### src/rtl/cms_pkg.sv
// Shared constants, types and state codes for the centroid motion smoother.
package cms_pkg;

    // Default elaboration limits
    localparam int MAX_WIDTH_DEF     = 2048;
    localparam int MAX_HEIGHT_DEF    = 2048;
    localparam int HISTORY_DEPTH_DEF = 10;

    // Field and accumulator widths
    localparam int PIX_W     = 8;
    localparam int CFG_W     = 12;
    localparam int CFG_IDX_W = 1;
    localparam int WSUM_W    = 42;
    localparam int ISUM_W    = 30;
    localparam int CEN_W     = 11;
    localparam int DELTA_W   = 12;

    // Depth of the frame queue and of the result queue
    localparam int QUEUE_DEPTH = 2;

    // Register indexes on the configuration port
    localparam logic [CFG_IDX_W-1:0] CFG_FRAME_WIDTH  = 1'd0;
    localparam logic [CFG_IDX_W-1:0] CFG_FRAME_HEIGHT = 1'd1;

    localparam logic [CFG_W-1:0] FRAME_WIDTH_RST  = 12'd640;
    localparam logic [CFG_W-1:0] FRAME_HEIGHT_RST = 12'd480;

    // Sums of one finished frame, handed from front to back
    typedef struct packed {
        logic [WSUM_W-1:0] wcol;
        logic [WSUM_W-1:0] wrow;
        logic [ISUM_W-1:0] isum;
    } t_snapshot;

    // One result item
    typedef struct packed {
        logic [CEN_W-1:0]          cx;
        logic [CEN_W-1:0]          cy;
        logic signed [DELTA_W-1:0] dx;
        logic signed [DELTA_W-1:0] dy;
        logic signed [DELTA_W-1:0] sx;
        logic signed [DELTA_W-1:0] sy;
    } t_result;

    // Request to the shared divider
    typedef struct packed {
        logic              start;
        logic [WSUM_W-1:0] dividend;
        logic [ISUM_W-1:0] divisor;
    } t_div_req;

    // Back-end sequencer states
    typedef enum logic [3:0] {
        ST_IDLE,
        ST_DIV_X,
        ST_DIV_Y,
        ST_DELTA,
        ST_RING,
        ST_SMOOTH_GO,
        ST_SMOOTH_X,
        ST_SMOOTH_Y,
        ST_PUSH
    } t_back_state;

endpackage

### src/rtl/centroid_motion_smoother.sv
// Top level of the centroid motion smoother.
//
// Pixels enter one per clock in raster order through push/full, while full
// is low, and are accumulated by the front end into column-weighted,
// row-weighted and plain intensity sums; the last pixel of a frame hands the
// three sums to a two-entry frame queue and the front end then carries on
// with the next frame. The back end takes one frame at a time from that
// queue and runs it through one shared restoring divider that yields one
// quotient bit per cycle: centroid x, centroid y, then the two smoothed
// deltas; the centroid divisions are skipped when the frame's intensity sum
// is zero. full rises only while the frame queue holds two finished frames;
// until then the input takes one pixel per cycle without a stall. Results
// wait in a two-entry result queue read through empty/pop; while it is full
// the back end holds its finished result and then the frame queue fills.
// The motion deltas live in a HISTORY_DEPTH-entry RAM with a fill count and
// running sums, so reset needs no clearing pass. Write frame_width and
// frame_height only while the block is idle; a zero size acts as one and a
// size above MAX_WIDTH or MAX_HEIGHT acts as that limit.
module centroid_motion_smoother #(
    parameter int MAX_WIDTH     = cms_pkg::MAX_WIDTH_DEF,
    parameter int MAX_HEIGHT    = cms_pkg::MAX_HEIGHT_DEF,
    parameter int HISTORY_DEPTH = cms_pkg::HISTORY_DEPTH_DEF
) (
    input  logic                                i_clk,
    input  logic                                i_rst_n,
    // configuration writes
    input  logic                                i_cfg_we,
    input  logic [cms_pkg::CFG_IDX_W-1:0]       i_cfg_index,
    input  logic [cms_pkg::CFG_W-1:0]           i_cfg_data,
    // pixel side
    input  logic                                push,
    output logic                                full,
    input  logic [cms_pkg::PIX_W-1:0]           i_pixel_value,
    // result side
    output logic                                empty,
    input  logic                                pop,
    output logic [cms_pkg::CEN_W-1:0]           o_centroid_x,
    output logic [cms_pkg::CEN_W-1:0]           o_centroid_y,
    output logic signed [cms_pkg::DELTA_W-1:0]  o_motion_dx,
    output logic signed [cms_pkg::DELTA_W-1:0]  o_motion_dy,
    output logic signed [cms_pkg::DELTA_W-1:0]  o_smooth_dx,
    output logic signed [cms_pkg::DELTA_W-1:0]  o_smooth_dy
);

    cms_pkg::t_snapshot front_snap, back_snap;
    cms_pkg::t_result   back_res, out_res;
    logic               snap_push, snap_pop, snap_full, snap_empty;
    logic               res_push, res_full;

    // Front end: take pixels whenever the frame queue has room
    cms_front #(
        .MAX_WIDTH  (MAX_WIDTH),
        .MAX_HEIGHT (MAX_HEIGHT)
    ) u_front (
        .i_clk         (i_clk),
        .i_rst_n       (i_rst_n),
        .i_cfg_we      (i_cfg_we),
        .i_cfg_index   (i_cfg_index),
        .i_cfg_data    (i_cfg_data),
        .i_push        (push),
        .i_pixel_value (i_pixel_value),
        .i_q_full      (snap_full),
        .o_snap_push   (snap_push),
        .o_snap        (front_snap)
    );

    // Frame queue: decouple pixel intake from the per-frame arithmetic
    cms_fifo #(
        .WIDTH ($bits(cms_pkg::t_snapshot)),
        .DEPTH (cms_pkg::QUEUE_DEPTH)
    ) u_snap_q (
        .i_clk   (i_clk),
        .i_rst_n (i_rst_n),
        .i_push  (snap_push),
        .i_data  (front_snap),
        .i_pop   (snap_pop),
        .o_data  (back_snap),
        .o_full  (snap_full),
        .o_empty (snap_empty)
    );

    cms_back #(
        .HISTORY_DEPTH (HISTORY_DEPTH)
    ) u_back (
        .i_clk        (i_clk),
        .i_rst_n      (i_rst_n),
        .i_snap_valid (!snap_empty),
        .i_snap       (back_snap),
        .o_snap_pop   (snap_pop),
        .i_out_full   (res_full),
        .o_res_push   (res_push),
        .o_res        (back_res)
    );

    // Result queue: hold finished results until the consumer transfers them
    cms_fifo #(
        .WIDTH ($bits(cms_pkg::t_result)),
        .DEPTH (cms_pkg::QUEUE_DEPTH)
    ) u_res_q (
        .i_clk   (i_clk),
        .i_rst_n (i_rst_n),
        .i_push  (res_push),
        .i_data  (back_res),
        .i_pop   (pop),
        .o_data  (out_res),
        .o_full  (res_full),
        .o_empty (empty)
    );

    assign full         = snap_full;
    assign o_centroid_x = out_res.cx;
    assign o_centroid_y = out_res.cy;
    assign o_motion_dx  = out_res.dx;
    assign o_motion_dy  = out_res.dy;
    assign o_smooth_dx  = out_res.sx;
    assign o_smooth_dy  = out_res.sy;

endmodule

### src/rtl/cms_ram.sv
// Generic single-write, single-read RAM with registered read data.
module cms_ram #(
    parameter int WIDTH = 8,
    parameter int DEPTH = 16,
    localparam int ADDR_W = (DEPTH > 1) ? $clog2(DEPTH) : 1
) (
    input  logic              i_clk,
    input  logic              i_we,
    input  logic [ADDR_W-1:0] i_waddr,
    input  logic [WIDTH-1:0]  i_wdata,
    input  logic [ADDR_W-1:0] i_raddr,
    output logic [WIDTH-1:0]  o_rdata
);

    logic [WIDTH-1:0] r_mem [DEPTH];
    logic [WIDTH-1:0] r_rdata;

    always_ff @(posedge i_clk) begin
        if (i_we) begin
            r_mem[i_waddr] <= i_wdata;
        end
        r_rdata <= r_mem[i_raddr];
    end

    assign o_rdata = r_rdata;

endmodule

### src/rtl/cms_fifo.sv
// Small flop-based queue used between front and back and on the result side.
module cms_fifo #(
    parameter int WIDTH = 8,
    parameter int DEPTH = 2
) (
    input  logic             i_clk,
    input  logic             i_rst_n,
    input  logic             i_push,
    input  logic [WIDTH-1:0] i_data,
    input  logic             i_pop,
    output logic [WIDTH-1:0] o_data,
    output logic             o_full,
    output logic             o_empty
);

    localparam int PTR_W = (DEPTH > 1) ? $clog2(DEPTH) : 1;
    localparam int CNT_W = $clog2(DEPTH + 1);
    localparam logic [PTR_W-1:0] PTR_LAST = PTR_W'(DEPTH - 1);

    logic [WIDTH-1:0] r_mem [DEPTH];
    logic [PTR_W-1:0] r_wr, r_rd;
    logic [CNT_W-1:0] r_cnt;
    logic             do_push, do_pop;

    assign o_full  = (r_cnt == CNT_W'(DEPTH));
    assign o_empty = (r_cnt == '0);
    assign do_push = i_push && !o_full;
    assign do_pop  = i_pop && !o_empty;
    assign o_data  = r_mem[r_rd];

    always_ff @(posedge i_clk) begin
        if (!i_rst_n) begin
            r_wr  <= '0;
            r_rd  <= '0;
            r_cnt <= '0;
        end else begin
            if (do_push) begin
                r_wr <= (r_wr == PTR_LAST) ? '0 : r_wr + 1'b1;
            end
            if (do_pop) begin
                r_rd <= (r_rd == PTR_LAST) ? '0 : r_rd + 1'b1;
            end
            if (do_push && !do_pop) begin
                r_cnt <= r_cnt + 1'b1;
            end else if (do_pop && !do_push) begin
                r_cnt <= r_cnt - 1'b1;
            end
        end
    end

    always_ff @(posedge i_clk) begin
        if (do_push) begin
            r_mem[r_wr] <= i_data;
        end
    end

endmodule

### src/rtl/cms_div.sv
// Iterative restoring divider, one quotient bit per cycle.
module cms_div (
    input  logic                         i_clk,
    input  logic                         i_rst_n,
    input  cms_pkg::t_div_req            i_req,
    output logic                         o_done,
    output logic [cms_pkg::WSUM_W-1:0]   o_quot
);

    localparam int N_W   = cms_pkg::WSUM_W;
    localparam int D_W   = cms_pkg::ISUM_W;
    localparam int CNT_W = $clog2(N_W);
    localparam logic [CNT_W-1:0] CNT_LAST = CNT_W'(N_W - 1);

    logic             r_busy, r_done;
    logic [CNT_W-1:0] r_cnt;
    logic [N_W-1:0]   r_quot;
    logic [D_W-1:0]   r_rem, r_div;
    logic [D_W:0]     trial, diff;
    logic             ge;

    always_comb begin
        trial = {r_rem, r_quot[N_W-1]};
        diff  = trial - {1'b0, r_div};
        ge    = (trial >= {1'b0, r_div});
    end

    always_ff @(posedge i_clk) begin
        if (!i_rst_n) begin
            r_busy <= 1'b0;
            r_done <= 1'b0;
            r_cnt  <= '0;
        end else begin
            r_done <= 1'b0;
            if (i_req.start) begin
                r_busy <= 1'b1;
                r_cnt  <= '0;
            end else if (r_busy) begin
                r_cnt <= r_cnt + 1'b1;
                if (r_cnt == CNT_LAST) begin
                    r_busy <= 1'b0;
                    r_done <= 1'b1;
                end
            end
        end
    end

    always_ff @(posedge i_clk) begin
        if (i_req.start) begin
            r_quot <= i_req.dividend;
            r_div  <= i_req.divisor;
            r_rem  <= '0;
        end else if (r_busy) begin
            r_rem  <= ge ? diff[D_W-1:0] : trial[D_W-1:0];
            r_quot <= {r_quot[N_W-2:0], ge};
        end
    end

    assign o_done = r_done;
    assign o_quot = r_quot;

endmodule

### src/rtl/cms_front.sv
// Front end: frame size registers, raster counters and per-frame accumulators.
module cms_front #(
    parameter int MAX_WIDTH  = cms_pkg::MAX_WIDTH_DEF,
    parameter int MAX_HEIGHT = cms_pkg::MAX_HEIGHT_DEF
) (
    input  logic                            i_clk,
    input  logic                            i_rst_n,
    input  logic                            i_cfg_we,
    input  logic [cms_pkg::CFG_IDX_W-1:0]   i_cfg_index,
    input  logic [cms_pkg::CFG_W-1:0]       i_cfg_data,
    input  logic                            i_push,
    input  logic [cms_pkg::PIX_W-1:0]       i_pixel_value,
    input  logic                            i_q_full,
    output logic                            o_snap_push,
    output cms_pkg::t_snapshot              o_snap
);

    localparam int COL_W  = $clog2(MAX_WIDTH);
    localparam int ROW_W  = $clog2(MAX_HEIGHT);
    localparam int LIMC_W = (COL_W + 1 > cms_pkg::CFG_W) ? COL_W + 1 : cms_pkg::CFG_W;
    localparam int LIMR_W = (ROW_W + 1 > cms_pkg::CFG_W) ? ROW_W + 1 : cms_pkg::CFG_W;
    localparam logic [LIMC_W-1:0] MAXC = LIMC_W'(MAX_WIDTH);
    localparam logic [LIMR_W-1:0] MAXR = LIMR_W'(MAX_HEIGHT);

    logic [cms_pkg::CFG_W-1:0]  r_frame_width, r_frame_height;
    logic [COL_W-1:0]           r_col;
    logic [ROW_W-1:0]           r_row;
    logic [cms_pkg::WSUM_W-1:0] r_wcol, r_wrow, n_wcol, n_wrow;
    logic [cms_pkg::ISUM_W-1:0] r_isum, n_isum;

    logic [LIMC_W-1:0] w_ext, w_lim, last_col;
    logic [LIMR_W-1:0] h_ext, h_lim, last_row;
    logic              accept, col_end, row_end, frame_end;
    logic [COL_W+cms_pkg::PIX_W-1:0] col_prod;
    logic [ROW_W+cms_pkg::PIX_W-1:0] row_prod;

    always_comb begin
        // Clamp the frame size: zero acts as one, above the limit acts as the limit
        w_ext = LIMC_W'(r_frame_width);
        h_ext = LIMR_W'(r_frame_height);
        if (w_ext == '0) begin
            w_lim = LIMC_W'(1);
        end else if (w_ext > MAXC) begin
            w_lim = MAXC;
        end else begin
            w_lim = w_ext;
        end
        if (h_ext == '0) begin
            h_lim = LIMR_W'(1);
        end else if (h_ext > MAXR) begin
            h_lim = MAXR;
        end else begin
            h_lim = h_ext;
        end
        last_col = w_lim - 1'b1;
        last_row = h_lim - 1'b1;

        col_end   = (LIMC_W'(r_col) >= last_col);
        row_end   = (LIMR_W'(r_row) >= last_row);
        accept    = i_push && !i_q_full;
        frame_end = accept && col_end && row_end;

        col_prod = COL_W'(r_col) * i_pixel_value;
        row_prod = ROW_W'(r_row) * i_pixel_value;
        n_wcol   = r_wcol + cms_pkg::WSUM_W'(col_prod);
        n_wrow   = r_wrow + cms_pkg::WSUM_W'(row_prod);
        n_isum   = r_isum + cms_pkg::ISUM_W'(i_pixel_value);
    end

    always_ff @(posedge i_clk) begin
        if (!i_rst_n) begin
            r_frame_width  <= cms_pkg::FRAME_WIDTH_RST;
            r_frame_height <= cms_pkg::FRAME_HEIGHT_RST;
            r_col          <= '0;
            r_row          <= '0;
            r_wcol         <= '0;
            r_wrow         <= '0;
            r_isum         <= '0;
        end else begin
            if (i_cfg_we) begin
                case (i_cfg_index)
                    cms_pkg::CFG_FRAME_WIDTH:  r_frame_width  <= i_cfg_data;
                    cms_pkg::CFG_FRAME_HEIGHT: r_frame_height <= i_cfg_data;
                    default: ;
                endcase
            end
            if (accept) begin
                if (frame_end) begin
                    r_wcol <= '0;
                    r_wrow <= '0;
                    r_isum <= '0;
                end else begin
                    r_wcol <= n_wcol;
                    r_wrow <= n_wrow;
                    r_isum <= n_isum;
                end
                if (col_end) begin
                    r_col <= '0;
                    r_row <= row_end ? '0 : r_row + 1'b1;
                end else begin
                    r_col <= r_col + 1'b1;
                end
            end
        end
    end

    assign o_snap_push = frame_end;
    assign o_snap.wcol = n_wcol;
    assign o_snap.wrow = n_wrow;
    assign o_snap.isum = n_isum;

endmodule

### src/rtl/cms_back.sv
// Back end: centroid division, motion delta, history ring and smoothing.
module cms_back #(
    parameter int HISTORY_DEPTH = cms_pkg::HISTORY_DEPTH_DEF
) (
    input  logic               i_clk,
    input  logic               i_rst_n,
    input  logic               i_snap_valid,
    input  cms_pkg::t_snapshot i_snap,
    output logic               o_snap_pop,
    input  logic               i_out_full,
    output logic               o_res_push,
    output cms_pkg::t_result   o_res
);

    localparam int DW    = cms_pkg::DELTA_W;
    localparam int CW    = cms_pkg::CEN_W;
    localparam int FR_W  = $clog2(HISTORY_DEPTH + 1);
    localparam int POS_W = (HISTORY_DEPTH > 1) ? $clog2(HISTORY_DEPTH) : 1;
    localparam int SUM_W = DW + $clog2(HISTORY_DEPTH + 1);
    localparam logic [FR_W-1:0]  FR_FULL  = FR_W'(HISTORY_DEPTH);
    localparam logic [POS_W-1:0] POS_LAST = POS_W'(HISTORY_DEPTH - 1);

    cms_pkg::t_back_state r_state, n_state;
    cms_pkg::t_div_req    div_req;
    logic                       div_done;
    logic [cms_pkg::WSUM_W-1:0] div_quot;

    logic [cms_pkg::WSUM_W-1:0] r_wrow;
    logic [cms_pkg::ISUM_W-1:0] r_isum;
    logic [CW-1:0]              r_cx, r_cy, r_prev_cx, r_prev_cy;
    logic                       r_have_prev;
    logic signed [DW-1:0]       r_dx, r_dy, r_sx, r_sy;
    logic [FR_W-1:0]            r_frames, r_fill;
    logic [POS_W-1:0]           r_pos;
    logic signed [SUM_W-1:0]    r_sum_x, r_sum_y;

    logic                       ram_we;
    logic [2*DW-1:0]            ram_rdata;
    logic signed [DW-1:0]       old_x, old_y;
    logic [SUM_W-1:0]           mag_x, mag_y;
    logic [DW-1:0]              q_lo;

    cms_div u_div (
        .i_clk   (i_clk),
        .i_rst_n (i_rst_n),
        .i_req   (div_req),
        .o_done  (div_done),
        .o_quot  (div_quot)
    );

    // Ring entry holds {dx, dy}; entries past the fill count read as zero
    cms_ram #(
        .WIDTH (2 * DW),
        .DEPTH (HISTORY_DEPTH)
    ) u_ring (
        .i_clk   (i_clk),
        .i_we    (ram_we),
        .i_waddr (r_pos),
        .i_wdata ({r_dx, r_dy}),
        .i_raddr (r_pos),
        .o_rdata (ram_rdata)
    );

    always_comb begin
        old_x = (r_fill == FR_FULL) ? ram_rdata[2*DW-1:DW] : '0;
        old_y = (r_fill == FR_FULL) ? ram_rdata[DW-1:0] : '0;
        mag_x = r_sum_x[SUM_W-1] ? SUM_W'(~r_sum_x + 1'b1) : SUM_W'(r_sum_x);
        mag_y = r_sum_y[SUM_W-1] ? SUM_W'(~r_sum_y + 1'b1) : SUM_W'(r_sum_y);
        q_lo  = div_quot[DW-1:0];
    end

    // Next state
    always_comb begin
        n_state = r_state;
        case (r_state)
            cms_pkg::ST_IDLE: begin
                if (i_snap_valid) begin
                    n_state = (i_snap.isum != '0) ? cms_pkg::ST_DIV_X : cms_pkg::ST_DELTA;
                end
            end
            cms_pkg::ST_DIV_X:     if (div_done) n_state = cms_pkg::ST_DIV_Y;
            cms_pkg::ST_DIV_Y:     if (div_done) n_state = cms_pkg::ST_DELTA;
            cms_pkg::ST_DELTA: begin
                n_state = r_have_prev ? cms_pkg::ST_RING : cms_pkg::ST_SMOOTH_GO;
            end
            cms_pkg::ST_RING:      n_state = cms_pkg::ST_SMOOTH_GO;
            cms_pkg::ST_SMOOTH_GO: n_state = cms_pkg::ST_SMOOTH_X;
            cms_pkg::ST_SMOOTH_X:  if (div_done) n_state = cms_pkg::ST_SMOOTH_Y;
            cms_pkg::ST_SMOOTH_Y:  if (div_done) n_state = cms_pkg::ST_PUSH;
            cms_pkg::ST_PUSH:      if (!i_out_full) n_state = cms_pkg::ST_IDLE;
            default:               n_state = cms_pkg::ST_IDLE;
        endcase
    end

    // Outputs of the sequencer
    always_comb begin
        div_req    = '0;
        o_snap_pop = 1'b0;
        ram_we     = 1'b0;
        o_res_push = 1'b0;
        case (r_state)
            cms_pkg::ST_IDLE: begin
                o_snap_pop = i_snap_valid;
                if (i_snap_valid && (i_snap.isum != '0)) begin
                    div_req.start    = 1'b1;
                    div_req.dividend = i_snap.wcol;
                    div_req.divisor  = i_snap.isum;
                end
            end
            cms_pkg::ST_DIV_X: begin
                if (div_done) begin
                    div_req.start    = 1'b1;
                    div_req.dividend = r_wrow;
                    div_req.divisor  = r_isum;
                end
            end
            cms_pkg::ST_RING: ram_we = 1'b1;
            cms_pkg::ST_SMOOTH_GO: begin
                div_req.start    = 1'b1;
                div_req.dividend = cms_pkg::WSUM_W'(mag_x);
                div_req.divisor  = cms_pkg::ISUM_W'(r_frames);
            end
            cms_pkg::ST_SMOOTH_X: begin
                if (div_done) begin
                    div_req.start    = 1'b1;
                    div_req.dividend = cms_pkg::WSUM_W'(mag_y);
                    div_req.divisor  = cms_pkg::ISUM_W'(r_frames);
                end
            end
            cms_pkg::ST_PUSH: o_res_push = !i_out_full;
            default: ;
        endcase
    end

    // Control state
    always_ff @(posedge i_clk) begin
        if (!i_rst_n) begin
            r_state     <= cms_pkg::ST_IDLE;
            r_have_prev <= 1'b0;
            r_frames    <= '0;
            r_fill      <= '0;
            r_pos       <= '0;
            r_sum_x     <= '0;
            r_sum_y     <= '0;
            r_prev_cx   <= '0;
            r_prev_cy   <= '0;
        end else begin
            r_state <= n_state;
            if (r_state == cms_pkg::ST_DELTA) begin
                if (r_frames != FR_FULL) begin
                    r_frames <= r_frames + 1'b1;
                end
                r_have_prev <= 1'b1;
                r_prev_cx   <= r_cx;
                r_prev_cy   <= r_cy;
            end
            if (r_state == cms_pkg::ST_RING) begin
                // Add the new delta, drop the one it overwrites
                r_sum_x <= r_sum_x + SUM_W'(r_dx) - SUM_W'(old_x);
                r_sum_y <= r_sum_y + SUM_W'(r_dy) - SUM_W'(old_y);
                r_pos   <= (r_pos == POS_LAST) ? '0 : r_pos + 1'b1;
                if (r_fill != FR_FULL) begin
                    r_fill <= r_fill + 1'b1;
                end
            end
        end
    end

    // Payload
    always_ff @(posedge i_clk) begin
        case (r_state)
            cms_pkg::ST_IDLE: begin
                r_wrow <= i_snap.wrow;
                r_isum <= i_snap.isum;
                r_cx   <= '0;
                r_cy   <= '0;
            end
            cms_pkg::ST_DIV_X: if (div_done) r_cx <= div_quot[CW-1:0];
            cms_pkg::ST_DIV_Y: if (div_done) r_cy <= div_quot[CW-1:0];
            cms_pkg::ST_DELTA: begin
                if (r_have_prev) begin
                    r_dx <= DW'({1'b0, r_cx}) - DW'({1'b0, r_prev_cx});
                    r_dy <= DW'({1'b0, r_cy}) - DW'({1'b0, r_prev_cy});
                end else begin
                    r_dx <= '0;
                    r_dy <= '0;
                end
            end
            cms_pkg::ST_SMOOTH_X: begin
                if (div_done) begin
                    r_sx <= r_sum_x[SUM_W-1] ? DW'(~q_lo + 1'b1) : q_lo;
                end
            end
            cms_pkg::ST_SMOOTH_Y: begin
                if (div_done) begin
                    r_sy <= r_sum_y[SUM_W-1] ? DW'(~q_lo + 1'b1) : q_lo;
                end
            end
            default: ;
        endcase
    end

    assign o_res.cx = r_cx;
    assign o_res.cy = r_cy;
    assign o_res.dx = r_dx;
    assign o_res.dy = r_dy;
    assign o_res.sx = r_sx;
    assign o_res.sy = r_sy;

endmodule

### config.mk
export PLATFORM = sky130hd
export DESIGN_NAME = centroid_motion_smoother
export DESIGN_NICKNAME = d
export VERILOG_FILES = /design/src/rtl/cms_pkg.sv /design/src/rtl/centroid_motion_smoother.sv /design/src/rtl/cms_ram.sv /design/src/rtl/cms_fifo.sv /design/src/rtl/cms_div.sv /design/src/rtl/cms_front.sv /design/src/rtl/cms_back.sv
export SDC_FILE = /design/constraint.sdc
export NUM_CORES = 2
export LEC_CHECK = 0
export BUFFER_PORTS_ARGS = -buffer_cell sky130_fd_sc_hd__buf_2
export CAP_MARGIN = 20
export CORE_UTILIZATION = 65
export CTS_CLUSTER_SIZE = 8
export DETAILED_ROUTE_END_ITERATION = 10
export GPL_TIMING_DRIVEN = 0
export PLACE_DENSITY = 0.8
export SYNTH_ARGS = -nofsm -noshare
export SYNTH_HDL_FRONTEND = slang
export SYNTH_SLANG_ARGS = --single-unit
export TNS_END_PERCENT = 10
### constraint.sdc
create_clock -name i_clk -period 30.7 [get_ports i_clk]
set_input_delay 7.675 -clock i_clk [delete_from_list [all_inputs] [get_ports i_clk]]
set_output_delay 7.675 -clock i_clk [all_outputs]
set_load 0.03 [all_outputs]
==> metrics.txt <==
WP data arrival=13.91 ns; switching power of the nets=1.51 mW; Layout fillers=5530; Die Width=298 microns; vias per std cell=6.17; most common library cells after synthesis=edfxtp_1, inv_1, nand2_1; outcome=completed; max-slew violations=0; max_cap viols=0; largest family of logic cells by synthesized area=simple AND/OR/NAND/NOR gates; warnings from Yosys=0; gp weighted congestion=0.923; Clock Skew=0.0351 ns; Clock Sinks=1125; Remaining DRCs=0; Clk pwr share=34.7%; Wirelength per Cell=22.9 microns; Synth top area share=43.2%; I/O pin cnt=98; XOR/XNOR Fraction of Synth Area=3.94%; share of post-route cells with drive strength above 1=10.9%; R2R setup slack=24.22 ns; P per Cell Area=73.7 nW/um^2; utilization after layout=74.2%; Post-CTS Setup Inserts=0; Worst-Skew Late Latency=0.76 ns; CP endpoint=u_front.r_wrow[31]; Top FF cell, synth=edfxtp_1; Syn Inst Count=4872; Port Buffers=97; crit-path max FO=10; Final Cycle Share=43.0%; total gr overflow=0; Hold Violations, Final=0; CTS Buf Count=158; TritonCTS clock tree=yes; multiplexer area fraction after synthesis=6.36%; clock tree buffer depth=3; reg2reg path depth=17; count leader, synth=edfxtp_1; drt initial violations=4003; Worst-Margin Slew=1.27 ns; worst vdd ir=0.0000644 V; hpwl dp=100000 microns; post-synthesis adder-cell area fraction=10.9%; reg2reg start=u_front.r_frame_width[2]; Max-Slew Margin vs Limit=15.6%; ys async rst share=0%; CTS resizes=0; syn avg cell area=11.7 sq um; Reg-to-Reg End=u_snap_q.r_mem[1][39]; Synth area leader=edfxtp_1; nature of the critical path startpoint=primary input; Power Internal=3.24 mW; Area contributors post-synth=edfxtp_1, dfxtp_1, fa_1; CP required=31.39 ns; RSZ-0062 raised after global routing=false; synthesis-to-finish area growth=12.8%; sw frac=31.7%; Slowest cell on crit path=a211oi_1; n_diodes=0; antenna violations before repair=1; CP Class=in2reg; fmax=75.7 MHz; H-tree levels=4; Synth Area in Compound Gates=9.00%; Hold Buf Count CTS=0; Logic pwr share=24.7%; Final min period=13.22 ns; beginning of the critical path=i_pixel_value[7]; Design Power=4.75 mW; Setup violations, final=0; #FFs+latches synth=1125; Worst path most repeated cell=fa_1; Post-Syn Nets=5291; Antenna Violating Nets Remaining=0; Core ar.=86900 sq um; number of global-route vias before repair=40500; setup TNS=0 ns; clock root buffer=clkbuf_16; Post-synth EDFFs=822; Initial DRT Pass Iterations=6; CP endpoint kind=register; row cnt=108; crit path cell chain=buf_2 -> clkbuf_1 -> nand2_1 -> fa_1 -> fa_1 -> fa_1 -> fa_1 -> inv_1 -> ha_1 -> nand4_1 -> nor2_1 -> o21ai_0 -> a211oi_1 -> or2_2 -> buf_2 -> nand3_1 -> o41ai_1 -> a41o_1; mapped cell area=57100 sq um; largest net degree at the start of global routing=64; Final Routed Wirelength=148000 microns; Pleak=23.8 nW; Reg clk slew, reported paths=0.05 ns; sequential fraction of the synthesis area=53.8%; wire length of the first global-routing pass=229000 microns; via count=39800; initial core utilization=65.8%; Worst Hold Class=reg2reg; GRT Total Usage=33.6%; Nets=5587; sequential power share=40.6%; simple-gate portion of the synthesized area=11.2%; die area=89100 sq um; max incr delay on CP=0.75 ns; Min Hold Slack=0.441 ns; die height=298 microns; Synth cell types=93
## sequential cells by signal, indices dropped and copies added (netlist names), 16 cells and up, named ones only
name and count:
u_back.u_ring.o_rdata 24, u_res_q.r_mem 140, u_front.r_isum 30, u_back.u_div.r_div 30, u_back.r_isum 30, u_back.r_sum_x 16
u_back.u_div.r_rem 30, u_back.r_wrow 42, u_snap_q.r_mem 228, u_back.r_sum_y 16, u_front.r_wcol 42, u_back.u_div.o_quot 42
u_back.u_ring.r_mem 240, u_front.r_wrow 42
## how the worst min path moves through the flow
stage                         startpoint                   end  depth (start not counted)
after floorplan           u_back.r_sy[0]   u_res_q.r_mem[0][0]                          0
after global placement    u_back.r_sx[4]  u_res_q.r_mem[0][16]                          0
after detailed placement  u_back.r_sy[7]   u_res_q.r_mem[1][7]                          0
after CTS                 u_back.r_sy[7]   u_res_q.r_mem[1][7]                          0
after global routing      u_back.r_sy[5]   u_res_q.r_mem[1][5]                          0
final                     u_back.r_sy[7]   u_res_q.r_mem[1][7]                          0
## area by class of cell
class                           instances  area [sq um]  area share (%)
Inverter                              485          1820            2.83
Multi-Input combinational cell       3033         23700            36.8
Timing Repair Buffer                  136          1040            1.62
Clock buffer                          274          4390            6.81
Sequential cell                      1125         30700            47.7
Buffer                                229           912            1.42
Tap cell                             1155          1450            2.24
Clock inverter                         15           350           0.544
## stage by stage
| step | cell area, sq um | setup WS [ns] | instances |
|---|---|---|---|
| 6_report | 64400 | 17.48 | 6452 |
| 2_1_floorplan | 57100 | 13.84 | 4872 |
| 3_3_place_gp | 59100 | 8.67 | 6124 |
| 4_1_cts | 64400 | 17.64 | 6449 |
| 5_1_grt | 64400 | 17.27 | 6452 |
| 3_5_place_dp | 59700 | 16.89 | 6160 |
## cell families (layout without fill, tap and decap cells)
kind of cell	after synthesis	count (layout)
AOI/OAI and AO/OA	799	799
xor gates and xnor gates	257	257
adders and majority gates	393	393
buffers and inverters	714	1139
DFF	1125	1125
muxes	285	285
and+or+nand+nor	1299	1299
## layout by cell type, fill, tap and decap left out, drive strengths merged, types with 14 or more instances in the layout
cell type  instances
a211oi            47
a21o              48
a21oi            283
a221o             26
a22o              44
a22oi             15
a31oi             35
and2             158
and3              35
buf              183
clkbuf           456
clkinv            14
dfxtp            303
edfxtp           822
fa               176
ha               217
inv              486
mux2             142
mux2i             95
mux4              48
nand2            415
nand2b            39
nand3            101
nand4             47
nor2             247
nor2b             65
nor3              66
nor4              19
o211ai            17
o21a              29
o21ai            143
o31ai             19
or3               48
xnor2            176
xor2              81
## critical path: cells and delay by family
| kind | cells | cell delay, ns |
|---|---|---|
| adder cells (fa/ha/maj) | 5 | 2.50 |
| AO/OA/AOI/OAI | 4 | 1.47 |
| AND/OR/NAND/NOR | 5 | 1.12 |
| buffers and inverters | 4 | 1.11 |
## power groups by stage
stage	Sequential (mW)	Clock, mW	Combinational (mW)
2_1_floorplan	1.91	0	0.820
3_3_place_gp	1.95	0	1.09
3_5_place_dp	1.95	0	1.13
4_1_cts	1.92	1.65	1.15
5_1_grt	1.93	1.72	1.27
6_report	1.93	1.65	1.17
## layer usage
| layer | part of all wire [%] | track usage, % |
|---|---|---|
| met5 | 0.0068 | 0 |
| met2 | 48 | 55.1 |
| met3 | 8.6 | 6.23 |
| met1 | 38 | 43.0 |
| met4 | 5.2 | 17.2 |
Power figures use the tool's default switching activity.
